==> src/hbc_pkg.sv <==
package hbc_pkg;

  // Widest index and bucket code that the parameter ranges allow
  localparam int unsigned IDX_W = 8;
  localparam int unsigned BKT_W = 4;
  localparam int unsigned CNT_W = 8;
  localparam int unsigned STAMP_W = 32;
  localparam logic [CNT_W-1:0] COUNT_MAX = 8'd255;

  localparam logic [1:0] CMD_GET = 2'd0;
  localparam logic [1:0] CMD_RELEASE = 2'd1;
  localparam logic [1:0] CMD_PIN = 2'd2;
  localparam logic [1:0] CMD_UNPIN = 2'd3;

  localparam logic [1:0] ST_OK = 2'd0;
  localparam logic [1:0] ST_NO_FREE = 2'd1;
  localparam logic [1:0] ST_UNDERFLOW = 2'd2;
  localparam logic [1:0] ST_SATURATED = 2'd3;

  typedef enum logic [2:0] {
    WOP_CLAIM = 3'd0,
    WOP_HIT   = 3'd1,
    WOP_PIN   = 3'd2,
    WOP_DEC   = 3'd3,
    WOP_STAMP = 3'd4
  } wop_e;

  typedef struct packed {
    logic [7:0]       dev;
    logic [15:0]      blk;
    logic [BKT_W-1:0] bkt;
  } key_t;

  typedef struct packed {
    logic               en;
    wop_e               op;
    logic [IDX_W-1:0]   idx;
    logic [7:0]         dev;
    logic [15:0]        blk;
    logic [BKT_W-1:0]   bkt;
    logic [STAMP_W-1:0] stamp;
  } wr_t;

  typedef struct packed {
    logic               hit_v;
    logic [IDX_W-1:0]   hit_idx;
    logic               hit_sat;
    logic               hit_vld;
    logic               vic_v;
    logic [IDX_W-1:0]   vic_idx;
    logic [STAMP_W-1:0] vic_stamp;
    logic               fb_v;
    logic [BKT_W-1:0]   fb_bkt;
    logic [IDX_W-1:0]   fb_idx;
    logic [STAMP_W-1:0] fb_stamp;
  } scan_t;

  typedef struct packed {
    logic [CNT_W-1:0] cnt;
    logic [BKT_W-1:0] home;
  } view_t;

endpackage

==> src/hbc_cell.sv <==
module hbc_cell import hbc_pkg::*; #(
  parameter int unsigned MY_IDX = 0,
  parameter int unsigned NUM_BUCKETS = 13
) (
  input  logic  clk_i,
  input  logic  rst_ni,
  input  key_t  key_i,
  input  wr_t   wr_i,
  input  scan_t scan_i,
  output scan_t scan_o,
  output view_t view_o
);

  localparam logic [BKT_W-1:0] HOME_RST = BKT_W'(MY_IDX % NUM_BUCKETS);
  localparam logic [IDX_W-1:0] ME = IDX_W'(MY_IDX);

  logic [7:0]         tag_dev_q, tag_dev_d;
  logic [15:0]        tag_blk_q, tag_blk_d;
  logic [CNT_W-1:0]   cnt_q, cnt_d;
  logic [STAMP_W-1:0] stamp_q, stamp_d;
  logic [BKT_W-1:0]   home_q, home_d;
  logic               valid_q, valid_d;
  scan_t              scan_q, scan_d;

  always_comb begin
    logic free;
    free = (cnt_q == '0);
    scan_d = scan_i;
    if (!scan_i.hit_v && home_q == key_i.bkt && tag_dev_q == key_i.dev &&
        tag_blk_q == key_i.blk) begin
      scan_d.hit_v = 1'b1;
      scan_d.hit_idx = ME;
      scan_d.hit_sat = (cnt_q == COUNT_MAX);
      scan_d.hit_vld = valid_q;
    end
    // Strict compares keep the lower index on a stamp tie
    if (free && home_q == key_i.bkt &&
        (!scan_i.vic_v || stamp_q < scan_i.vic_stamp)) begin
      scan_d.vic_v = 1'b1;
      scan_d.vic_idx = ME;
      scan_d.vic_stamp = stamp_q;
    end
    if (free && home_q != key_i.bkt &&
        (!scan_i.fb_v || home_q < scan_i.fb_bkt ||
         (home_q == scan_i.fb_bkt && stamp_q < scan_i.fb_stamp))) begin
      scan_d.fb_v = 1'b1;
      scan_d.fb_bkt = home_q;
      scan_d.fb_idx = ME;
      scan_d.fb_stamp = stamp_q;
    end
  end

  always_comb begin
    tag_dev_d = tag_dev_q;
    tag_blk_d = tag_blk_q;
    cnt_d = cnt_q;
    stamp_d = stamp_q;
    home_d = home_q;
    valid_d = valid_q;
    if (wr_i.en && wr_i.idx == ME) begin
      case (wr_i.op)
        WOP_CLAIM: begin
          tag_dev_d = wr_i.dev;
          tag_blk_d = wr_i.blk;
          home_d = wr_i.bkt;
          cnt_d = CNT_W'(1);
          valid_d = 1'b1;
        end
        WOP_HIT: begin
          if (cnt_q != COUNT_MAX) cnt_d = cnt_q + CNT_W'(1);
          valid_d = 1'b1;
        end
        WOP_PIN: cnt_d = cnt_q + CNT_W'(1);
        WOP_DEC: cnt_d = cnt_q - CNT_W'(1);
        WOP_STAMP: begin
          cnt_d = cnt_q - CNT_W'(1);
          stamp_d = wr_i.stamp;
        end
        default: cnt_d = cnt_q;
      endcase
    end
  end

  always_ff @(posedge clk_i or negedge rst_ni) begin
    if (!rst_ni) begin
      tag_dev_q <= '0;
      tag_blk_q <= '0;
      cnt_q <= '0;
      stamp_q <= '0;
      home_q <= HOME_RST;
      valid_q <= 1'b0;
      scan_q <= '0;
    end else begin
      tag_dev_q <= tag_dev_d;
      tag_blk_q <= tag_blk_d;
      cnt_q <= cnt_d;
      stamp_q <= stamp_d;
      home_q <= home_d;
      valid_q <= valid_d;
      scan_q <= scan_d;
    end
  end

  assign scan_o = scan_q;
  assign view_o = '{cnt: cnt_q, home: home_q};

endmodule

==> config.mk <==
export PLATFORM = sky130hd
export DESIGN_NAME = hbc_cell
export DESIGN_NICKNAME = d
export VERILOG_FILES = /design/src/hbc_pkg.sv /design/src/hbc_cell.sv
export SDC_FILE = /design/constraint.sdc
export NUM_CORES = 1
export LEC_CHECK = 0
export ABC_AREA = 1
export BUFFER_PORTS_ARGS = -buffer_cell sky130_fd_sc_hd__buf_4
export CAP_MARGIN = 20
export CORE_MARGIN = 8
export CORE_UTILIZATION = 42
export CTS_CLUSTER_DIAMETER = 150
export CTS_CLUSTER_SIZE = 10
export DETAILED_ROUTE_END_ITERATION = 10
export GPL_TIMING_DRIVEN = 0
export PLACE_DENSITY_LB_ADDON = 0.12
export SKIP_CTS_REPAIR_TIMING = 1
export SLEW_MARGIN = 20
export SYNTH_ARGS = -nofsm -noshare
export SYNTH_HDL_FRONTEND = slang
export SYNTH_SLANG_ARGS = --single-unit
==> constraint.sdc <==
create_clock -name clk_i -period 4.7 [get_ports clk_i]
set_clock_uncertainty 0.2 [all_clocks]
set_input_delay 0.705 -clock clk_i [delete_from_list [all_inputs] [get_ports clk_i]]
set_output_delay 0.705 -clock clk_i [all_outputs]
set_load 0.02 [all_outputs]
-- Word level (Yosys, flattened, before mapping)
Index checks and enable logic that the tools add are counted.
- add/sub/neg operators: 2
- $lt $le $gt $ge: 3
- equal/unequal tests: 12
- multiplexer cells: 5
- reductions and logical operators: 25
- operators with widths (operator ; number):
    32-bit < comparator ; 2
    45-bit two-way mux ; 1
    41-bit two-way mux ; 1
    8-bit case mux with 4 select lines ; 1
    16-bit == test ; 1
    8-bit zero test ; 2
    11-bit two-way mux ; 1
    1-bit logical AND ; 9
    8-bit by 1-bit adder with 8-bit output, second input constant ; 1
    4-bit == test ; 2
    8-bit == test ; 1
    8-bit == test, second input constant ; 1
    8-bit two-way mux ; 1
    8-bit != test, second input constant ; 1
    8-bit by 1-bit subtractor with 8-bit output, second input constant ; 1
    3-bit by 2-bit == test with 1-bit output, second input constant ; 2
    2-bit AND reduction ; 3
    4-bit < comparator ; 1
    4-bit != test ; 1
    4-bit nonzero test ; 1
    2-bit OR reduction ; 2
    3-bit by 1-bit == test with 1-bit output, second input constant ; 1
    3-bit == test, second input constant ; 1
    1-bit zero test ; 3
    4 further kinds ; 6
- register bits after elaboration: 166
- input bits: 199
- output and inout bits: 109

-- Logic depth before layout (Yosys ltp)
- depth after elaboration: 5
- mapped depth: 17
- gate-level depth less buffers: 16

-- Worst setup path after synthesis
Ideal clock, no wire load.
- path kind: input port to flip-flop
- start point: input port wr_i[69] in the netlist's numbering
- end point: register cnt_q[7]
- library setup time: 118 ps
- arrival time: 2514 ps
- setup slack: 1868 ps
- cell stages on the path: 11
- path buffers: 0
- cells stage by stage: nor2_1 nor2_1 a21oi_1 ha_1 a21oi_1 nand2_1 nand4_1 o211ai_1 or2_2 nand3_1 nand2_1
- longest elaborated chain between the ends: 4
- ends and longest elaborated chain (item ; line ; source):
    start, declared ; hbc_cell.sv:8 ; input wr_t wr_i,
    3-bit == test or 3-bit by 2-bit == test with 1-bit output (tied branches) ; hbc_cell.sv:61 ; case (wr_i.op)
    2-bit OR reduction (no line) ; - ;
    4-bit nonzero test (no line) ; - ;
    3-bit AND reduction (no line) ; - ;
    end signal, assigned ; hbc_cell.sv:96 ; cnt_q <= cnt_d;
    end, declared ; hbc_cell.sv:19 ; logic [CNT_W-1:0] cnt_q, cnt_d;
Several ways; a longest one is shown, not always the timed one.
A chain may end at the register's enable or synchronous reset.

-- Worst setup path in the final report
Ends and elaborated chain as after synthesis.

==> results.sh <==
export IMPL_status="completed"
export IMPL_place_gp_congestion=0.834
export IMPL_cts_tree="yes"
export IMPL_grt_pass1_vias=7544
export IMPL_areaGrowthSynthToFinish_pct=37.4
export IMPL_start_kind="input port"
export IMPL_io_buffers=307
export IMPL_multi_input_area_sq_um=4040
export IMPL_dp_hpwl_microns=20600
export IMPL_fmax_ghz=0.341
export IMPL_avgSynthCellArea_sq_um=9.29
export IMPL_cts_max_level=4
export IMPL_synth_cell_types=38
export IMPL_drtPass1Iterations=4
export IMPL_coreArea_sq_um=20800
export IMPL_drv_cap=0
export IMPL_row_count=53
export IMPL_regArea_sq_um=4150
export IMPL_fin_cells=1561
export IMPL_cp_startpoint="wr_i[69]"
export IMPL_dieArea_sq_um=25800
export IMPL_synth_cell_area_sq_um=8790
export IMPL_critPathRequiredTime_ps=4820
export IMPL_seqPwrFrac=0.438
export IMPL_syn_nets=1218
export IMPL_hold_viol_final=0
export IMPL_r2r_start="stamp_q[5]$_DFFE_PN0P_"
export IMPL_place_inst=1529
export IMPL_fp_dieW_microns=161
export IMPL_cts_made_buffers=17
export IMPL_seq_area_frac_synth=0.473
export IMPL_grt_max_degree=96
export IMPL_start_util=0.423
export IMPL_crit_fanout=8
export IMPL_ys_ff_latch=166
export IMPL_pre_cts_ws_ps=1400
export IMPL_drc_errors=0
export IMPL_end_kind="flop"
export IMPL_finalSetupViolations=0
export IMPL_clock_path_buffers=2
export IMPL_p_leak_nw=6.72
export IMPL_worst_hold_slack_ps=46.2
export IMPL_fillCellCount=1847
export IMPL_synth_edff_count=0
export IMPL_antenna_cells=0
export IMPL_drt_iter0_drc=289
export IMPL_final_core_util=0.582
export IMPL_switching_share=0.261
export IMPL_period_needed_ps=2940
export IMPL_period_share=0.625
export IMPL_synthFlopType="dfrtp_1"
export IMPL_grt_pass1_wl_microns=40900
export IMPL_power_net_switching_mw=0.892
export IMPL_pwr_density_cell_nw_per_um2=283
export IMPL_path_class="input port to flop"
export IMPL_internal_power_mw=2.53
export IMPL_clkLatencyLatePin_ps=420
export IMPL_cts_sinks=166
export IMPL_hold_path_class="input port to async pin"
export IMPL_num_io_pins=308
export IMPL_synth_cells=946
export IMPL_routed_via_count=7409
export IMPL_relSlewSlack=0.486
export IMPL_yosysWarningCount=0
export IMPL_drt_wirelength_per_cell_microns=16.7
export IMPL_routed_wl_microns=26100
export IMPL_worstMarginPinSlew_ps=771
export IMPL_drive_gt1_frac=0.361
export IMPL_cts_root_buffer_cell="clkbuf_16"
export IMPL_die_y_microns=161
export IMPL_combPwrFrac=0.141
export IMPL_crit_arrival_ps=3050
export IMPL_maxSlewViolCount=0
export IMPL_final_cell_mix="buf_4, nand2_1, dfrtp_1, inv_1, nand3_1"
export IMPL_setup_tns_ps=0
export IMPL_rsz0062_at_grt="no"
export IMPL_clkTransAtPathRegs_ps=70
export IMPL_finalNetCount=1545
export IMPL_antenna_found_initial=1
export IMPL_drtAntennaViolNets=0
export IMPL_clkPwrFrac=0.420
export IMPL_worst_slack_ps=1760
export IMPL_ys_async_sr_fraction=1.00
export IMPL_grt_overflow=0
export IMPL_ir_drop_v=0.000222
export IMPL_via_per_inst=4.75
export IMPL_track_usage=0.202
export IMPL_final_common_cell="buf_4"
metrics by stage:
stage	power [mW]	area (sq um)
global placement	2.00	11400
detailed placement	2.01	11500
finish	3.42	12100
global route	3.58	12100
floorplan	1.73	8790
CTS	3.46	12100
power by group through the flow:
stage,clock network [mW],registers [mW],logic [mW]
after floorplan,0,1.58,0.144
after global routing,1.54,1.50,0.533
after CTS,1.47,1.50,0.490
after global placement,0,1.52,0.478
after detailed placement,0,1.53,0.488
final,1.44,1.50,0.483
cell type report:
type / count / area share
clock inverters: 14 / 0.0135
plain buffers: 27 / 0.0136
multi-input cells: 639 / 0.335
inverters: 114 / 0.0354
well taps: 275 / 0.0285
clock buffers: 18 / 0.0364
repair buffers: 308 / 0.194
flip-flops and latches: 166 / 0.344
logic make-up (layout without fill, tap and decap cells):
family,Yosys count,in the layout,share of synthesized area
buf+inv,141,481,0.0673
mux,59,59,0.0756
compound gates,75,75,0.0523
simple gates,411,411,0.206
fa+ha+maj,73,73,0.105
xor+xnor,21,21,0.0209
flops,166,166,0.473
registers in the layout, indices dropped and copies added (netlist names):
register / flops
cnt_q: 8
home_q: 4
scan_o: 97
stamp_q: 32
tag_blk_q: 16
tag_dev_q: 8
valid_q: 1
final timing paths:
| path | endpoint | slack (ps) | depth (start not counted) |
|---|---|---|---|
| setup / recovery | cnt_q[7]$_DFFE_PN0P_ | 1760 | 12 |
| min in group clk_i | valid_q$_DFFE_PN0P_ | 270 | 1 |
| hold / removal | scan_o[15]$_DFF_PN0_ | 50 | 1 |
| hold reg to reg | valid_q$_DFFE_PN0P_ | 270 | 1 |
| setup reg to reg | scan_o[72]$_DFF_PN0_ | 2180 | 14 |
| max in group asynchronous | cnt_q[0]$_DFFE_PN0P_ | 3380 | 2 |
worst max-delay path: stages:
cell,delay (ps)
buf_4,130
nor2_1,170
nor2_1,80
a21oi_1,600
ha_1,420
a21oi_1,220
nand2_1,120
nand4_1,90
o211ai_1,110
or2_2,290
nand3_1,70
nand2_1,50
Yosys cell counts (12+ instances only):
cell	number	area, sq um
a21boi_0	17	128
a21oi_1	36	180
buf_2	23	115
dfrtp_1	166	4150
ha_1	72	901
inv_1	111	417
mux2_2	59	664
nand2_1	225	845
nand2_2	14	87.6
nand3_1	87	435
nor2_1	46	173
xor2_1	12	105
layer usage:
layer,GRT usage,vias to the layer above,wire length (microns)
met2,0.342,194,12900
met5,0,-,13
met4,0.0506,2,352
li1,-,3734,-
met3,0.0591,23,1720
met1,0.247,3456,11200
Power figures use the tool's default switching activity.
